### config.mk
export PLATFORM = sky130hd
export DESIGN_NAME = bdc_ctrl
export DESIGN_NICKNAME = d
export VERILOG_FILES = /design/src/rtl/bdc_pkg.sv /design/src/rtl/bdc_ctrl.sv
export SDC_FILE = /design/constraint.sdc
export NUM_CORES = 1
export LEC_CHECK = 0
export ABC_CLOCK_PERIOD_IN_PS = 4600
export BUFFER_PORTS_ARGS = -buffer_cell sky130_fd_sc_hd__buf_4
export CORE_MARGIN = 3
export CORE_UTILIZATION = 58
export CTS_CLUSTER_DIAMETER = 30
export DETAILED_ROUTE_END_ITERATION = 10
export GPL_ROUTABILITY_DRIVEN = 0
export PLACE_DENSITY = 0.86
export SLEW_MARGIN = 5
export SYNTH_ARGS = -nofsm -noshare
export SYNTH_HDL_FRONTEND = slang
export SYNTH_SLANG_ARGS = --single-unit
### constraint.sdc
create_clock -name clk -period 4.6 [get_ports clk]
set_input_delay 0.23 -clock clk [delete_from_list [all_inputs] [get_ports clk]]
set_output_delay 0.23 -clock clk [all_outputs]
set_load 0.01 [all_outputs]
### src/rtl/bdc_pkg.sv
// Shared types, codes and constants for the de Casteljau curve evaluator.
package bdc_pkg;

    localparam int COORD_W              = 16;
    localparam int T_W                  = 17;
    localparam int T_FRAC               = 16;
    localparam int PROD_W               = COORD_W + T_W + 2;
    localparam int MAX_CTRL_POINTS_DEF  = 64;
    localparam logic [T_W-1:0] T_ONE    = T_W'(1) << T_FRAC;

    typedef enum logic [1:0] {
        CMD_APPEND = 2'd0,
        CMD_REMOVE = 2'd1,
        CMD_CLEAR  = 2'd2,
        CMD_EVAL   = 2'd3
    } cmd_t;

    typedef enum logic [1:0] {
        STAT_DONE     = 2'd0,
        STAT_EMPTY    = 2'd1,
        STAT_OVERFLOW = 2'd2
    } status_t;

    typedef enum logic [2:0] {
        S_IDLE,
        S_EXEC,
        S_PASS,
        S_DRAIN,
        S_FINAL,
        S_FWAIT,
        S_COMMIT
    } ctrl_state_t;

    // Commands from the controller to the datapath
    typedef struct packed {
        logic load;
        logic rd_en;
        logic rd_work;
        logic rd_first;
        logic commit;
    } dp_cmd_t;

    // Status from the datapath to the controller
    typedef struct packed {
        logic busy;
        logic out_free;
        logic cnt_zero;
        logic cnt_one;
        cmd_t cmd;
    } dp_stat_t;

endpackage

### src/rtl/bdc_ctrl.sv
// Controller: sequences requests, reduction passes and result hand-off.
module bdc_ctrl
    import bdc_pkg::*;
#(
    parameter int MAX_CTRL_POINTS = MAX_CTRL_POINTS_DEF,
    parameter int CNT_W           = $clog2(MAX_CTRL_POINTS + 1),
    parameter int ADDR_W          = $clog2(MAX_CTRL_POINTS)
) (
    input  logic              clk,
    input  logic              rst_n,
    input  logic              in_valid,
    output logic              in_ready,
    input  dp_stat_t          stat,
    input  logic [CNT_W-1:0]  count,
    output dp_cmd_t           cmd,
    output logic [ADDR_W-1:0] rd_addr
);

    ctrl_state_t       state_reg, state_next;
    logic [CNT_W-1:0]  pass_n_reg, pass_n_next;
    logic [ADDR_W-1:0] rd_idx_reg, rd_idx_next;
    logic              src_work_reg, src_work_next;

    // State and loop counters
    always_ff @(posedge clk or negedge rst_n)
    begin
        if (!rst_n)
        begin
            state_reg    <= S_IDLE;
            pass_n_reg   <= '0;
            rd_idx_reg   <= '0;
            src_work_reg <= 1'b0;
        end
        else
        begin
            state_reg    <= state_next;
            pass_n_reg   <= pass_n_next;
            rd_idx_reg   <= rd_idx_next;
            src_work_reg <= src_work_next;
        end
    end

    assign rd_addr = rd_idx_reg;

    // Next state and commands
    always_comb
    begin
        state_next    = state_reg;
        pass_n_next   = pass_n_reg;
        rd_idx_next   = rd_idx_reg;
        src_work_next = src_work_reg;
        in_ready      = 1'b0;
        cmd           = '0;
        cmd.rd_work   = src_work_reg;

        unique case (state_reg)
            S_IDLE:
            begin
                in_ready = 1'b1;
                cmd.load = in_valid;
                if (in_valid)
                begin
                    state_next = S_EXEC;
                end
            end
            S_EXEC:
            begin
                src_work_next = 1'b0;
                rd_idx_next   = '0;
                if (stat.cmd == CMD_EVAL && !stat.cnt_zero)
                begin
                    if (stat.cnt_one)
                    begin
                        state_next = S_FINAL;
                    end
                    else
                    begin
                        pass_n_next = count;
                        state_next  = S_PASS;
                    end
                end
                else
                begin
                    state_next = S_COMMIT;
                end
            end
            S_PASS:
            begin
                // Stream one point per cycle through the lerp unit
                cmd.rd_en    = 1'b1;
                cmd.rd_first = (rd_idx_reg == '0);
                if (CNT_W'(rd_idx_reg) == pass_n_reg - CNT_W'(1))
                begin
                    state_next = S_DRAIN;
                end
                else
                begin
                    rd_idx_next = rd_idx_reg + ADDR_W'(1);
                end
            end
            S_DRAIN:
            begin
                // Let the pass land in the work store before the next one reads it
                if (!stat.busy)
                begin
                    rd_idx_next   = '0;
                    src_work_next = 1'b1;
                    if (pass_n_reg == CNT_W'(2))
                    begin
                        state_next = S_FINAL;
                    end
                    else
                    begin
                        pass_n_next = pass_n_reg - CNT_W'(1);
                        state_next  = S_PASS;
                    end
                end
            end
            S_FINAL:
            begin
                cmd.rd_en    = 1'b1;
                cmd.rd_first = 1'b1;
                state_next   = S_FWAIT;
            end
            S_FWAIT:
            begin
                if (!stat.busy)
                begin
                    state_next = S_COMMIT;
                end
            end
            S_COMMIT:
            begin
                if (stat.out_free)
                begin
                    cmd.commit = 1'b1;
                    state_next = S_IDLE;
                end
            end
            default:
            begin
                state_next = S_IDLE;
            end
        endcase
    end

endmodule

# Word-level counts from Yosys, hierarchy flattened
# Cells that the tools add are included.
# classes
n_eq_ne	18
addsub	2
muxes	25
n_reduce_logical	11
# ops
op	count
7-bit two-way mux	4
3-bit two-way mux	8
3-bit one-hot mux with 7 select lines	1
2-bit inequality test (second input constant)	9
6-bit one-hot mux with 3 select lines	1
7-bit one-hot mux with 2 select lines	1
6-bit two-way mux	2
5-bit AND reduction	2
3-bit == test (second input constant)	3
6-bit by 7-bit == test with 1-bit output	1
7-bit by 2-bit == test with 1-bit output (second input constant)	1
7-bit by 1-bit subtractor with 7-bit output (second input constant)	1
6-bit by 1-bit adder with 6-bit output (second input constant)	1
3-bit by 2-bit == test with 1-bit output (second input constant)	2
6-bit logical NOT	1
1-bit two-way mux	6
1-bit one-hot mux with 2 select lines	2
3-bit by 1-bit == test with 1-bit output (second input constant)	1
3-bit logical NOT	1
3-bit AND reduction	1
3-bit nonzero test	1
2-bit == test (second input constant)	1
2-bit AND reduction	1
2-bit nonzero test	1
other kinds (3)	3
# totals
inputBits	16
regBits	17

# Longest topological paths before layout
# Gate-level depths: netlist (run 1).
# logic_depth
depth_word	4
ltp_mapped	8
depth_no_buf	8

# Least setup slack after synthesis (run 1)
# Ideal clock, no wire load.
# synth_timing
path_type	register to register
from	reg pass_n_reg[0]
to	reg rd_idx_reg[2] (netlist: rd_addr[2])
path_slack_ps	2330
arrival_time_ps	2145
period_less_slack_ps	2270
stages_incl_launch_ff	9
required_ps	4475
cell_sequence	dfrtp_1 -> inv_1 -> ha_1 -> nor3b_2 -> or4_1 -> o311ai_1 -> o2111ai_4 -> o211ai_2 -> mux2_4
# synth_via
elab_chain_cells	4
# synth_lines
element	line_no	rtl
from (decl)	bdc_ctrl.sv:20	logic [CNT_W-1:0] pass_n_reg, pass_n_next;
from (signal assigned)	bdc_ctrl.sv:37	pass_n_reg <= pass_n_next;
7-bit by 1-bit subtractor with 7-bit output	bdc_ctrl.sv:92	if (CNT_W'(rd_idx_reg) == pass_n_reg - CNT_W'(1))
6-bit by 7-bit == test with 1-bit output	bdc_ctrl.sv:92	
2-bit inequality test (no source line)	--	
3-bit AND reduction (no source line)	--	
to (signal assigned)	bdc_ctrl.sv:38	rd_idx_reg <= rd_idx_next;
to (decl)	bdc_ctrl.sv:21	logic [ADDR_W-1:0] rd_idx_reg, rd_idx_next;
# No other way between the ends.
# A chain may end at the register's enable or synchronous reset.

# Worst setup path in the final report (run 1)
# layout_timing
from	reg pass_n_reg[0]
to	reg rd_idx_reg[4] (netlist: rd_addr[4])
# The elaborated chain is that of the path after synthesis.

==> impl_metrics.py, run 1 <==
metrics = {
    "global_route": {
        "grt_pass1_wl_um": 5526,
        "antenna_found_initial": 0,
        "globalRouteTotalUtil": 0.2550,
        "first_global_vias": 1187,
        "met1_usage": 0.3518,
        "grt_start_max_net_pins": 20,
        "grt-ovfl-total": 0,
        "use_met2": 0.3996,
        "top_usage_layer": "met2",
        "met3_usage": 0.04360,
    },
    "sta": {
        "drv_slew": 0,
        "clock_skew_ps": 3.656,
        "tns_ps": 0,
        "max-slew-margin-rel": 0.4992,
        "fin_crit_ps": 2476,
        "tightest_slew_ps": 751.3,
        "fin_crit_sh": 0.5382,
        "rsz0062_at_grt": "no",
        "hold_viol": 0,
        "fmax_mhz": 403.9,
        "holdWs_ps": 208.6,
        "setup_viol": 0,
    },
    "routing": {
        "drt_wl_total_um": 3335,
        "vias": 1339,
        "first_iter_violations": 48,
        "antenna_left": 0,
        "wl_per_cell_um": 15.58,
        "avgViaCountPerCell": 6.257,
        "route.detailed.drc": 0,
        "first_pass_iters": 4,
    },
    "power_and_ir_drop": {
        "p_sw_frac": 0.4964,
        "seqPwrFrac": 0.341,
        "p_clk_frac": 0.085,
        "net-switching-power_uw": 497.4,
        "p_leak_nw": 0.6901,
        "pwr_density_cell_nw_per_um2": 625.6,
        "max-vdd-ir-drop_v": 0.0004635,
        "comb_power_share": 0.574,
        "p_int_uw": 504.5,
    },
    "clock_tree": {
        "clockBufferDepth": 2,
        "cts_buffers": 3,
        "clkTransAtPathRegs_ps": 110,
        "cts_tree": "yes",
        "post_cts.repair.setup_buffers": 0,
        "htreeDepth": 1,
        "clock_latency_ps": 300,
        "cts_root_buffer": "clkbuf_4",
        "clock_sinks": 17,
        "ctsResizeCount": 0,
    },
    "synth": {
        "ys_types": 50,
        "postSynthCellCount": 163,
        "synth_compound_area_frac": 0.2470,
        "synthAdderAreaFrac": 0.03646,
        "avgSynthCellArea_sq_um": 8.421,
        "syn_nets": 183,
        "synthFlopType": "dfrtp_1",
        "yosysSeqAreaShare": 0.3099,
        "ys_warn_count": 0,
        "synth_seq_cells": 17,
        "synthXorXnorAreaFrac": 0.05105,
        "synth_top_family_by_area": "simple AND/OR/NAND/NOR gates",
        "muxShareOfSynthArea": 0.03555,
        "synthSimpleGateAreaFrac": 0.2689,
        "synth.cell_area_sq_um": 1373,
        "synth-edff-count": 0,
        "ys_async_sr_fraction": 1.000,
    },
    "min_path": {
        "worstHoldStart": "count[5]",
        "hold_path_class": "input pin to register",
    },
    "placement": {
        "port_buffers": 27,
        "post-dp-hpwl_um": 2458,
        "place_area_sq_um": 1565,
    },
    "status": {
        "status": "complete, no violations",
    },
    "finish": {
        "n_fill_cell": 169,
        "syn_to_final_growth_pct": 16.68,
        "multiInputGateArea_sq_um": 877.1,
        "final_core_util": 0.7619,
        "regArea_sq_um": 425.4,
        "largest_register_ffs": 7,
        "final_nets": 208,
        "drive_gt1_frac": 0.2139,
        "finalInstanceArea_sq_um": 1602,
        "n_antenna_cell": 0,
    },
    "setup_path": {
        "cp_slowest_cell": "dfrtp_1",
        "cp_top_family": "simple AND/OR/NAND/NOR gates",
        "critical_path_buf_inv_count": 1,
        "critPathArrivalTime_ps": 2670,
        "start_kind": "register",
        "path_class": "register to register",
        "cp_cell_sequence": "inv_1, ha_1, nor3b_2, or4_1, o311ai_1, o2111ai_4, o21ai_1, mux2_1",
        "end_kind": "register",
        "critPathMaxStageDelay_ps": 440,
        "reg2reg_slack_ps": 2120,
        "worstPathMaxFanout": 9,
        "critPathLaunch": "pass_n_reg[0]$_DFFE_PN0P_",
        "r2r_start": "pass_n_reg[0]$_DFFE_PN0P_",
        "worstPathRequired_ps": 4790,
    },
    "run": {
        "max_cap_viol_count": 0,
    },
    "die": {
        "core_sq_um": 2102,
        "core.rowCount": 16,
        "ioPinCount": 28,
        "die_area_sq_um": 2986,
        "initial_utilization": 0.6530,
        "die_y_um": 54.65,
        "die_w_um": 54.65,
    },
}
## metal layers
metal	vias up	part of all wire
li1	652	-
met1	643	0.47
met2	37	0.47
met3	7	0.047
met4	0	0.013
met5	-	0
## Yosys cell counts (all sizes together) (2+ instances only)
master | instances | share of area
nor4 | 2 | 0.014
o21ai | 18 | 0.066
nand3 | 4 | 0.015
nor2b | 4 | 0.018
nor3b | 5 | 0.031
mux2 | 4 | 0.036
nand3b | 2 | 0.011
or4 | 2 | 0.014
and4 | 3 | 0.019
nor2 | 21 | 0.063
clkbuf | 2 | 0.0055
buf | 6 | 0.026
xnor2 | 6 | 0.038
inv | 7 | 0.019
a211o | 2 | 0.013
nand2 | 9 | 0.025
a21oi | 11 | 0.040
xor2 | 2 | 0.013
ha | 4 | 0.036
a32oi | 3 | 0.019
dfrtp | 17 | 0.31
o31ai | 2 | 0.011
nor3 | 8 | 0.029
## worst register-to-register path, stage by stage (launching register included)
cell       delay (ps)
dfrtp_1           440
inv_1              90
ha_1              290
nor3b_2           220
or4_1             410
o311ai_1          130
o2111ai_4         230
o21ai_1           220
mux2_1            330
## cell usage in the layout (no fill, tap or decap), drive strengths merged, types with 2 or more instances in the layout
master	count
nor2	21
a32oi	3
dfrtp	17
nand3	4
nor3	8
ha	4
inv	7
nor2b	4
nor4	2
buf	27
a21oi	11
clkbuf	4
and4	3
nand2	9
nor3b	5
o21ai	18
xor2	2
xnor2	6
o31ai	2
or4	2
mux2	4
nand3b	2
a211o	2
## power groups by stage
stage,clock network [mW],logic (mW),registers (mW)
floorplan,0,0.470,0.284
global placement,0,0.543,0.338
detailed placement,0,0.569,0.341
CTS,0.0863,0.573,0.339
global route,0.0935,0.639,0.356
finish,0.0854,0.575,0.342
## metrics by stage
stage	worst slack, ps	cells	total power [mW]
after floorplan	2330	163	0.7536
after global placement	2228	209	0.8810
after detailed placement	2173	209	0.9105
after CTS	2141	214	0.9984
after global routing	1946	214	1.089
final	2124	214	1.002
## layout make-up
| cell class | instances | area share |
|---|---|---|
| clock buffers | 4 | 0.01641 |
| inverters | 7 | 0.01641 |
| multi-input cells | 131 | 0.5477 |
| flip-flops and latches | 17 | 0.2656 |
| well taps | 27 | 0.02109 |
| repair buffers | 28 | 0.1328 |
## kinds of logic (layout without fill, tap and decap cells)
logic type / after synthesis / in the layout
buf+inv: 15 / 39
flops: 17 / 17
compound gates: 49 / 49
simple gates: 66 / 66
xor+xnor: 8 / 8
mux: 4 / 4
fa+ha+maj: 4 / 4
## path summary, 6_finish.rpt
path	end	depth (start not counted)
worst max-delay path	rd_addr[4]$_DFFE_PN0P_	8
worst min-delay path	pass_n_reg[5]$_DFFE_PN0P_	3
worst max register to register	rd_addr[4]$_DFFE_PN0P_	8
worst min register to register	src_work_reg$_DFFE_PN0P_	1
max in group asynchronous	rd_addr[0]$_DFFE_PN0P_	2
min in group asynchronous	pass_n_reg[6]$_DFFE_PN0P_	2
## repair_timing
item                       CTS  global route
setup endpoints to repair    0             0
hold buffers                 1             0
hold endpoints to repair    17             0
Power figures use the tool's default switching activity.
==> inputs of run 2 (changes only) <==
--- a/config.mk
+++ b/config.mk
@@ -5,14 +5,14 @@
 export SDC_FILE = /design/constraint.sdc
 export NUM_CORES = 1
 export LEC_CHECK = 0
-export ABC_CLOCK_PERIOD_IN_PS = 4600
+export ABC_CLOCK_PERIOD_IN_PS = 2460
 export BUFFER_PORTS_ARGS = -buffer_cell sky130_fd_sc_hd__buf_4
 export CORE_MARGIN = 3
-export CORE_UTILIZATION = 58
+export CORE_UTILIZATION = 54
 export CTS_CLUSTER_DIAMETER = 30
 export DETAILED_ROUTE_END_ITERATION = 10
 export GPL_ROUTABILITY_DRIVEN = 0
-export PLACE_DENSITY = 0.86
+export PLACE_DENSITY = 0.81
 export SLEW_MARGIN = 5
 export SYNTH_ARGS = -nofsm -noshare
 export SYNTH_HDL_FRONTEND = slang
==> constraint.sdc (replaced) <==
create_clock -name clk -period 2.46 [get_ports clk]
set_input_delay 0.123 -clock clk [delete_from_list [all_inputs] [get_ports clk]]
set_output_delay 0.123 -clock clk [all_outputs]
set_load 0.01 [all_outputs]
==> run 2 against run 1 <==
Net effect: core utilization is 4.4 points lower; sequential cell count did not move; fmax increased by 7.0%; combinational power is 110% higher; register-to-register slack lost 2000 ps; global-route usage shrank 2.7 points; clock skew down 2.3 ps; sequential power grew 72%; highest routed layer unchanged; critical endpoint unchanged; wire length down 0.87%.
==> impl_metrics.py, run 2 (synthesis results as in run 1) <==
metrics = {
    "power_and_ir_drop": {
        "max-vdd-ir-drop_v": 0.0007821,
        "p_leak_nw": 0.7331,
        "pwr_density_cell_nw_per_um2": 1167,
    },
    "clock_tree": {
        "htreeDepth": 1,
        "clkTransAtPathRegs_ps": 110,
        "cts_buffers": 3,
        "cts_tree": "yes",
        "cts_root_buffer": "clkbuf_4",
        "clock_latency_ps": 310,
        "post_cts.repair.setup_buffers": 0,
        "clock_sinks": 17,
        "clockBufferDepth": 2,
    },
    "routing": {
        "drt_wl_total_um": 3306,
        "wl_per_cell_um": 14.83,
        "avgViaCountPerCell": 6.117,
        "antenna_left": 0,
        "route.detailed.drc": 0,
        "first_pass_iters": 4,
        "first_iter_violations": 59,
        "vias": 1364,
    },
    "placement": {
        "dp_cells": 218,
        "post-dp-hpwl_um": 2533,
        "port_buffers": 27,
    },
    "sta": {
        "fin_crit_sh": 0.9405,
        "clock_skew_ps": 1.368,
        "max-slew-margin-rel": 0.6988,
        "hold_viol": 0,
        "tns_ps": 0,
        "fmax_mhz": 432.2,
        "setup_viol": 0,
        "tightest_slew_ps": 451.8,
        "drv_slew": 0,
        "fin_crit_ps": 2314,
        "rsz0062_at_grt": "no",
    },
    "die": {
        "die_w_um": 56.42,
        "die_area_sq_um": 3183,
        "die_y_um": 56.42,
        "core.rowCount": 17,
        "initial_utilization": 0.5920,
        "ioPinCount": 28,
        "core_sq_um": 2318,
    },
    "global_route": {
        "grt_start_max_net_pins": 18,
        "grt_pass1_wl_um": 5782,
        "first_global_vias": 1180,
        "globalRouteTotalUtil": 0.2275,
        "grt-ovfl-total": 0,
        "antenna_found_initial": 0,
    },
    "setup_path": {
        "path_class": "register to register",
        "critPathArrivalTime_ps": 2520,
        "start_kind": "register",
        "worstPathRequired_ps": 2660,
        "end_kind": "register",
        "worstPathMaxFanout": 9,
        "reg2regPathDepth": 8,
    },
    "finish": {
        "largest_register_ffs": 7,
        "final_nets": 216,
        "final_cell_mix": "buf_4, nor2_1, dfrtp_1",
        "drive_gt1_frac": 0.2564,
        "layout.cells.non_filler": 223,
        "n_fill_cell": 176,
        "n_antenna_cell": 0,
        "layout_commonest_cell": "buf_4",
        "syn_to_final_growth_pct": 21.33,
    },
    "min_path": {
        "hold_path_class": "input pin to register",
        "min_path_cells": 3,
    },
    "status": {
        "status": "complete, no violations",
    },
    "run": {
        "max_cap_viol_count": 0,
    },
}
-- run 2: cell count changes in the layout (fill, tap and decap cells not counted) --
cell      before  now
buf_4         27   35
clkbuf_1       1    0
or2b_1         1    0
or2b_2         0    1
clkinv_2       0    1
-- run 2: layer usage --
| layer | GRT usage | wire [um] | up-vias |
|---|---|---|---|
| li1 | - | - | 665 |
| met1 | 0.3158 | 1433 | 630 |
| met2 | 0.3539 | 1574 | 63 |
| met3 | 0.05057 | 244 | 6 |
| met4 | 0.06441 | 53 | 0 |
| met5 | 0 | 0 | - |
-- run 2: critical path: stages (launching register included) --
cell and delay (ps):
dfrtp_1 410, inv_1 70, ha_1 190, nor3b_2 190, or4_1 420, o311ai_1 140
o2111ai_4 240, o21ai_1 220, mux2_1 330
-- run 2: path summary, 6_finish.rpt --
kind | start | endpoint | slack (ps)
setup / recovery | pass_n_reg[1]$_DFFE_PN0P_ | rd_addr[4]$_DFFE_PN0P_ | 150
hold / removal | count[1] | pass_n_reg[1]$_DFFE_PN0P_ | 80
setup reg to reg | pass_n_reg[1]$_DFFE_PN0P_ | rd_addr[4]$_DFFE_PN0P_ | 150
hold reg to reg | src_work_reg$_DFFE_PN0P_ | src_work_reg$_DFFE_PN0P_ | 510
max in group asynchronous | rst_n | rd_addr[4]$_DFFE_PN0P_ | 2070
min in group asynchronous | rst_n | pass_n_reg[4]$_DFFE_PN0P_ | 200
-- run 2: final cells by class --
class,count,area [sq um],area share
multi-input combinational,131,878.3,0.5274
sequential,17,425.4,0.2554
timing repair buffer,36,272.8,0.1638
tap,28,35.03,0.02104
inverter,7,26.28,0.01578
clock buffer,3,22.52,0.01352
clock inverter,1,5.005,0.003005
-- run 2: power by group --
group	internal, mW	switching [mW]
combinational	0.554	0.637
sequential	0.391	0.198
clock	0.0609	0.102
-- run 2: through the flow --
| step | utilization | power (mW) | hold slack, ps | setup slack (ps) | area [sq um] |
|---|---|---|---|---|---|
| 2_1_floorplan | - | 1.409 | -172.6 | 190.2 | 1373 |
| 3_3_place_gp | 0.7016 | 1.732 | 2.339 | 258.2 | 1627 |
| 3_5_place_dp | 0.7016 | 1.778 | 5.186 | 162.6 | 1627 |
| 4_1_cts | 0.7178 | 1.942 | 73.35 | 141.6 | 1664 |
| 5_1_grt | 0.7183 | 2.127 | 69.55 | 52.42 | 1665 |
| 6_report | 0.7183 | 1.943 | 79.32 | 146.5 | 1665 |
-- run 2: repair_timing --
item                                    CTS  global route
endpoints found under the setup margin    0             1
gates resized for setup                   0             1
hold buffers                              1             0
endpoints found under the hold margin    17             0
==> inputs of run 3 (changes only) <==
--- a/config.mk
+++ b/config.mk
@@ -5,10 +5,11 @@
 export SDC_FILE = /design/constraint.sdc
 export NUM_CORES = 1
 export LEC_CHECK = 0
+export ABC_AREA = 1
 export ABC_CLOCK_PERIOD_IN_PS = 2460
 export BUFFER_PORTS_ARGS = -buffer_cell sky130_fd_sc_hd__buf_4
 export CORE_MARGIN = 3
-export CORE_UTILIZATION = 54
+export CORE_UTILIZATION = 55
 export CTS_CLUSTER_DIAMETER = 30
 export DETAILED_ROUTE_END_ITERATION = 10
 export GPL_ROUTABILITY_DRIVEN = 0
==> run 3 against run 2 <==
Net effect: clock skew is 6.8 ps higher; first-iteration DRC count is 1.7% lower; final cell count is 16% higher; die area is 3.9% higher; core utilization is 4.1 points lower; count of clock-buffer cells in the layout is 1 higher; fmax grew 21%; non-clock buffer count shrank 8; register-to-register slack better by 410 ps; sequential power fell by 6.5%; critical path depth increased by 1; worst hold slack worse by 56 ps; critical path type unchanged; highest routed layer unchanged.
==> impl_metrics.py, run 3 <==
metrics = {
    "setup_path": {
        "critPathMaxStageDelay_ps": 470,
        "end_kind": "register",
        "path_class": "register to register",
        "start_kind": "register",
        "critPathArrivalTime_ps": 2140,
        "cp_cell_sequence": "inv_2, ha_1, nand3_1, nor2_1, nand2_1, o21ai_2, nor2_2, o21ai_0, o22ai_2",
        "cp_top_family": "simple AND/OR/NAND/NOR gates",
        "critical_path_buf_inv_count": 1,
        "worstPathMaxFanout": 14,
        "worstPathRequired_ps": 2700,
        "cp_slowest_cell": "nor2_2",
    },
    "synth": {
        "synthFlopType": "dfrtp_1",
        "ys_async_sr_fraction": 1.000,
        "syn_nets": 223,
        "synth.area.top_cells": "dfrtp_1, nand2_1, nand3_1",
        "synth_common_cells": "nand2_1, nand3_1, inv_1",
        "synth-edff-count": 0,
        "postSynthCellCount": 203,
        "synth_seq_cells": 17,
        "synth.most_common_cell": "nand2_1",
        "yosys.area.top_type": "dfrtp_1",
        "avgSynthCellArea_sq_um": 7.187,
        "synth_top_area_frac": 0.2916,
        "ys_types": 34,
        "yosysSeqAreaShare": 0.2916,
        "synth.cell_area_sq_um": 1459,
        "ys_warn_count": 0,
    },
    "power_and_ir_drop": {
        "p_int_uw": 922.7,
        "seqPwrFrac": 0.274,
        "net-switching-power_mw": 1.089,
        "p_clk_frac": 0.081,
        "max-vdd-ir-drop_v": 0.0007536,
        "power_mw": 2.011,
        "comb_power_share": 0.645,
        "p_leak_nw": 0.8211,
        "pwr_density_cell_nw_per_um2": 1187,
        "p_sw_frac": 0.5413,
    },
    "status": {
        "status": "complete, no violations",
    },
    "routing": {
        "first_iter_violations": 58,
        "first_pass_iters": 6,
        "antenna_left": 0,
        "vias": 1453,
        "wl_per_cell_um": 13.39,
        "avgViaCountPerCell": 5.610,
        "drt_wl_total_um": 3469,
        "route.detailed.drc": 0,
    },
    "global_route": {
        "met3_usage": 0.03620,
        "antenna_found_initial": 0,
        "first_global_vias": 1437,
        "globalRouteTotalUtil": 0.2331,
        "top_usage_layer": "met2",
        "use_met2": 0.4065,
        "met1_usage": 0.2793,
        "grt_start_max_net_pins": 18,
        "grt_pass1_wl_um": 6134,
        "grt-ovfl-total": 0,
    },
    "finish": {
        "n_antenna_cell": 0,
        "drive_gt1_frac": 0.2838,
        "finalInstanceArea_sq_um": 1694,
        "final_core_util": 0.6777,
        "layout_commonest_cell": "nand2_1",
        "largest_register_ffs": 7,
        "multiInputGateArea_sq_um": 890.9,
        "final_cell_mix": "nand2_1, buf_4, nand3_1",
        "n_fill_cell": 211,
        "final_nets": 250,
        "regArea_sq_um": 425.4,
        "syn_to_final_growth_pct": 16.12,
    },
    "sta": {
        "hold_viol": 0,
        "final.setup.worst_slack_ps": 553.9,
        "fin_crit_ps": 1906,
        "tightest_slew_ps": 599.2,
        "tns_ps": 0,
        "drv_slew": 0,
        "clock_skew_ps": 8.130,
        "max-slew-margin-rel": 0.6001,
        "rsz0062_at_grt": "no",
        "fmax_mhz": 524.6,
        "setup_viol": 0,
        "fin_crit_sh": 0.7748,
    },
    "die": {
        "die_area_sq_um": 3306,
        "die_w_um": 57.50,
        "core.rowCount": 18,
        "core_sq_um": 2500,
        "die_y_um": 57.50,
        "initial_utilization": 0.5836,
        "ioPinCount": 28,
    },
    "clock_tree": {
        "cts_tree": "yes",
        "cts_buffers": 3,
        "post_cts.repair.setup_buffers": 0,
        "ctsResizeCount": 0,
        "clock_latency_ps": 310,
        "clkTransAtPathRegs_ps": 110,
        "clock_sinks": 17,
        "clockBufferDepth": 2,
        "htreeDepth": 1,
        "cts_root_buffer": "clkbuf_4",
    },
    "min_path": {
        "hold_path_class": "input pin to register",
    },
    "placement": {
        "pre_cts_slack_ps": 581.7,
        "post-dp-hpwl_um": 2684,
        "port_buffers": 27,
        "place_area_sq_um": 1658,
    },
    "run": {
        "max_cap_viol_count": 0,
    },
}
-- run 3: cell count changes after synthesis, sizes merged, moves of 6 or more --
cell | before | now
a21oi | 11 | 5
inv | 7 | 27
nand2 | 9 | 57
nand3 | 4 | 23
nand4 | 1 | 12
nor3 | 8 | 1
-- run 3: power by group through the flow --
stage / clock, mW / sequential [mW] / combinational [mW]
floorplan: 0 / 0.484 / 1.08
global placement: 0 / 0.548 / 1.25
detailed placement: 0 / 0.556 / 1.29
CTS: 0.164 / 0.551 / 1.30
global route: 0.178 / 0.566 / 1.47
finish: 0.163 / 0.551 / 1.30
-- run 3: metal layers --
layer	part of all wire	up-vias
li1	-	732
met1	0.41	662
met2	0.51	50
met3	0.056	9
met4	0.024	0
met5	0	-
-- run 3: worst reg2reg max path: stages, from the launching register on --
cell and delay [ps]:
dfrtp_1 410, inv_2 100, ha_1 210, nand3_1 80, nor2_1 50, nand2_1 100
o21ai_2 80, nor2_2 470, o21ai_0 230, o22ai_2 120
-- run 3: area by class of cell --
class                           instances  area share
Tap cell                               30     0.02216
Inverter                               27     0.05982
Multi-Input combinational cell        153      0.5259
Timing Repair Buffer                   28      0.1256
Sequential cell                        17      0.2511
Clock buffer                            4     0.01551
-- run 3: timing repair --
action / CTS / global route
hold buffers: 1 / 0
endpoints found under the hold margin: 17 / 0
setup endpoints to repair: 0 / 0
-- run 3: through the flow --
step / std cells / hold slack [ps]
final: 259 / 23.19
after global routing: 259 / 19.52
after detailed placement: 254 / 7.813
after floorplan: 203 / -172.6
after global placement: 254 / 1.007
after CTS: 259 / 28.12
-- run 3: final timing paths --
| path | start | to | slack [ps] | cells past startpoint |
|---|---|---|---|---|
| hold / removal | stat[5] | src_work_reg$_DFFE_PN0P_ | 20 | 2 |
| min in group asynchronous | rst_n | pass_n_reg[6]$_DFFE_PN0P_ | 210 | 2 |
| setup / recovery | pass_n_reg[0]$_DFFE_PN0P_ | pass_n_reg[5]$_DFFE_PN0P_ | 550 | 9 |
| hold reg to reg | src_work_reg$_DFFE_PN0P_ | src_work_reg$_DFFE_PN0P_ | 520 | 2 |
| max in group asynchronous | rst_n | rd_addr[3]$_DFFE_PN0P_ | 2060 | 2 |
| setup reg to reg | pass_n_reg[0]$_DFFE_PN0P_ | pass_n_reg[5]$_DFFE_PN0P_ | 550 | 9 |
-- run 3: cells by family (layout without fill, tap and decap cells) --
logic type	count (synthesis)	after routing	synth area share
and+or+nand+nor	118	118	0.4211
buffers and inverters	33	59	0.09777
AOI/OAI and AO/OA	29	29	0.1432
DFF	17	17	0.2916
adders and majority gates	4	4	0.03431
xor gates and xnor gates	2	2	0.01201
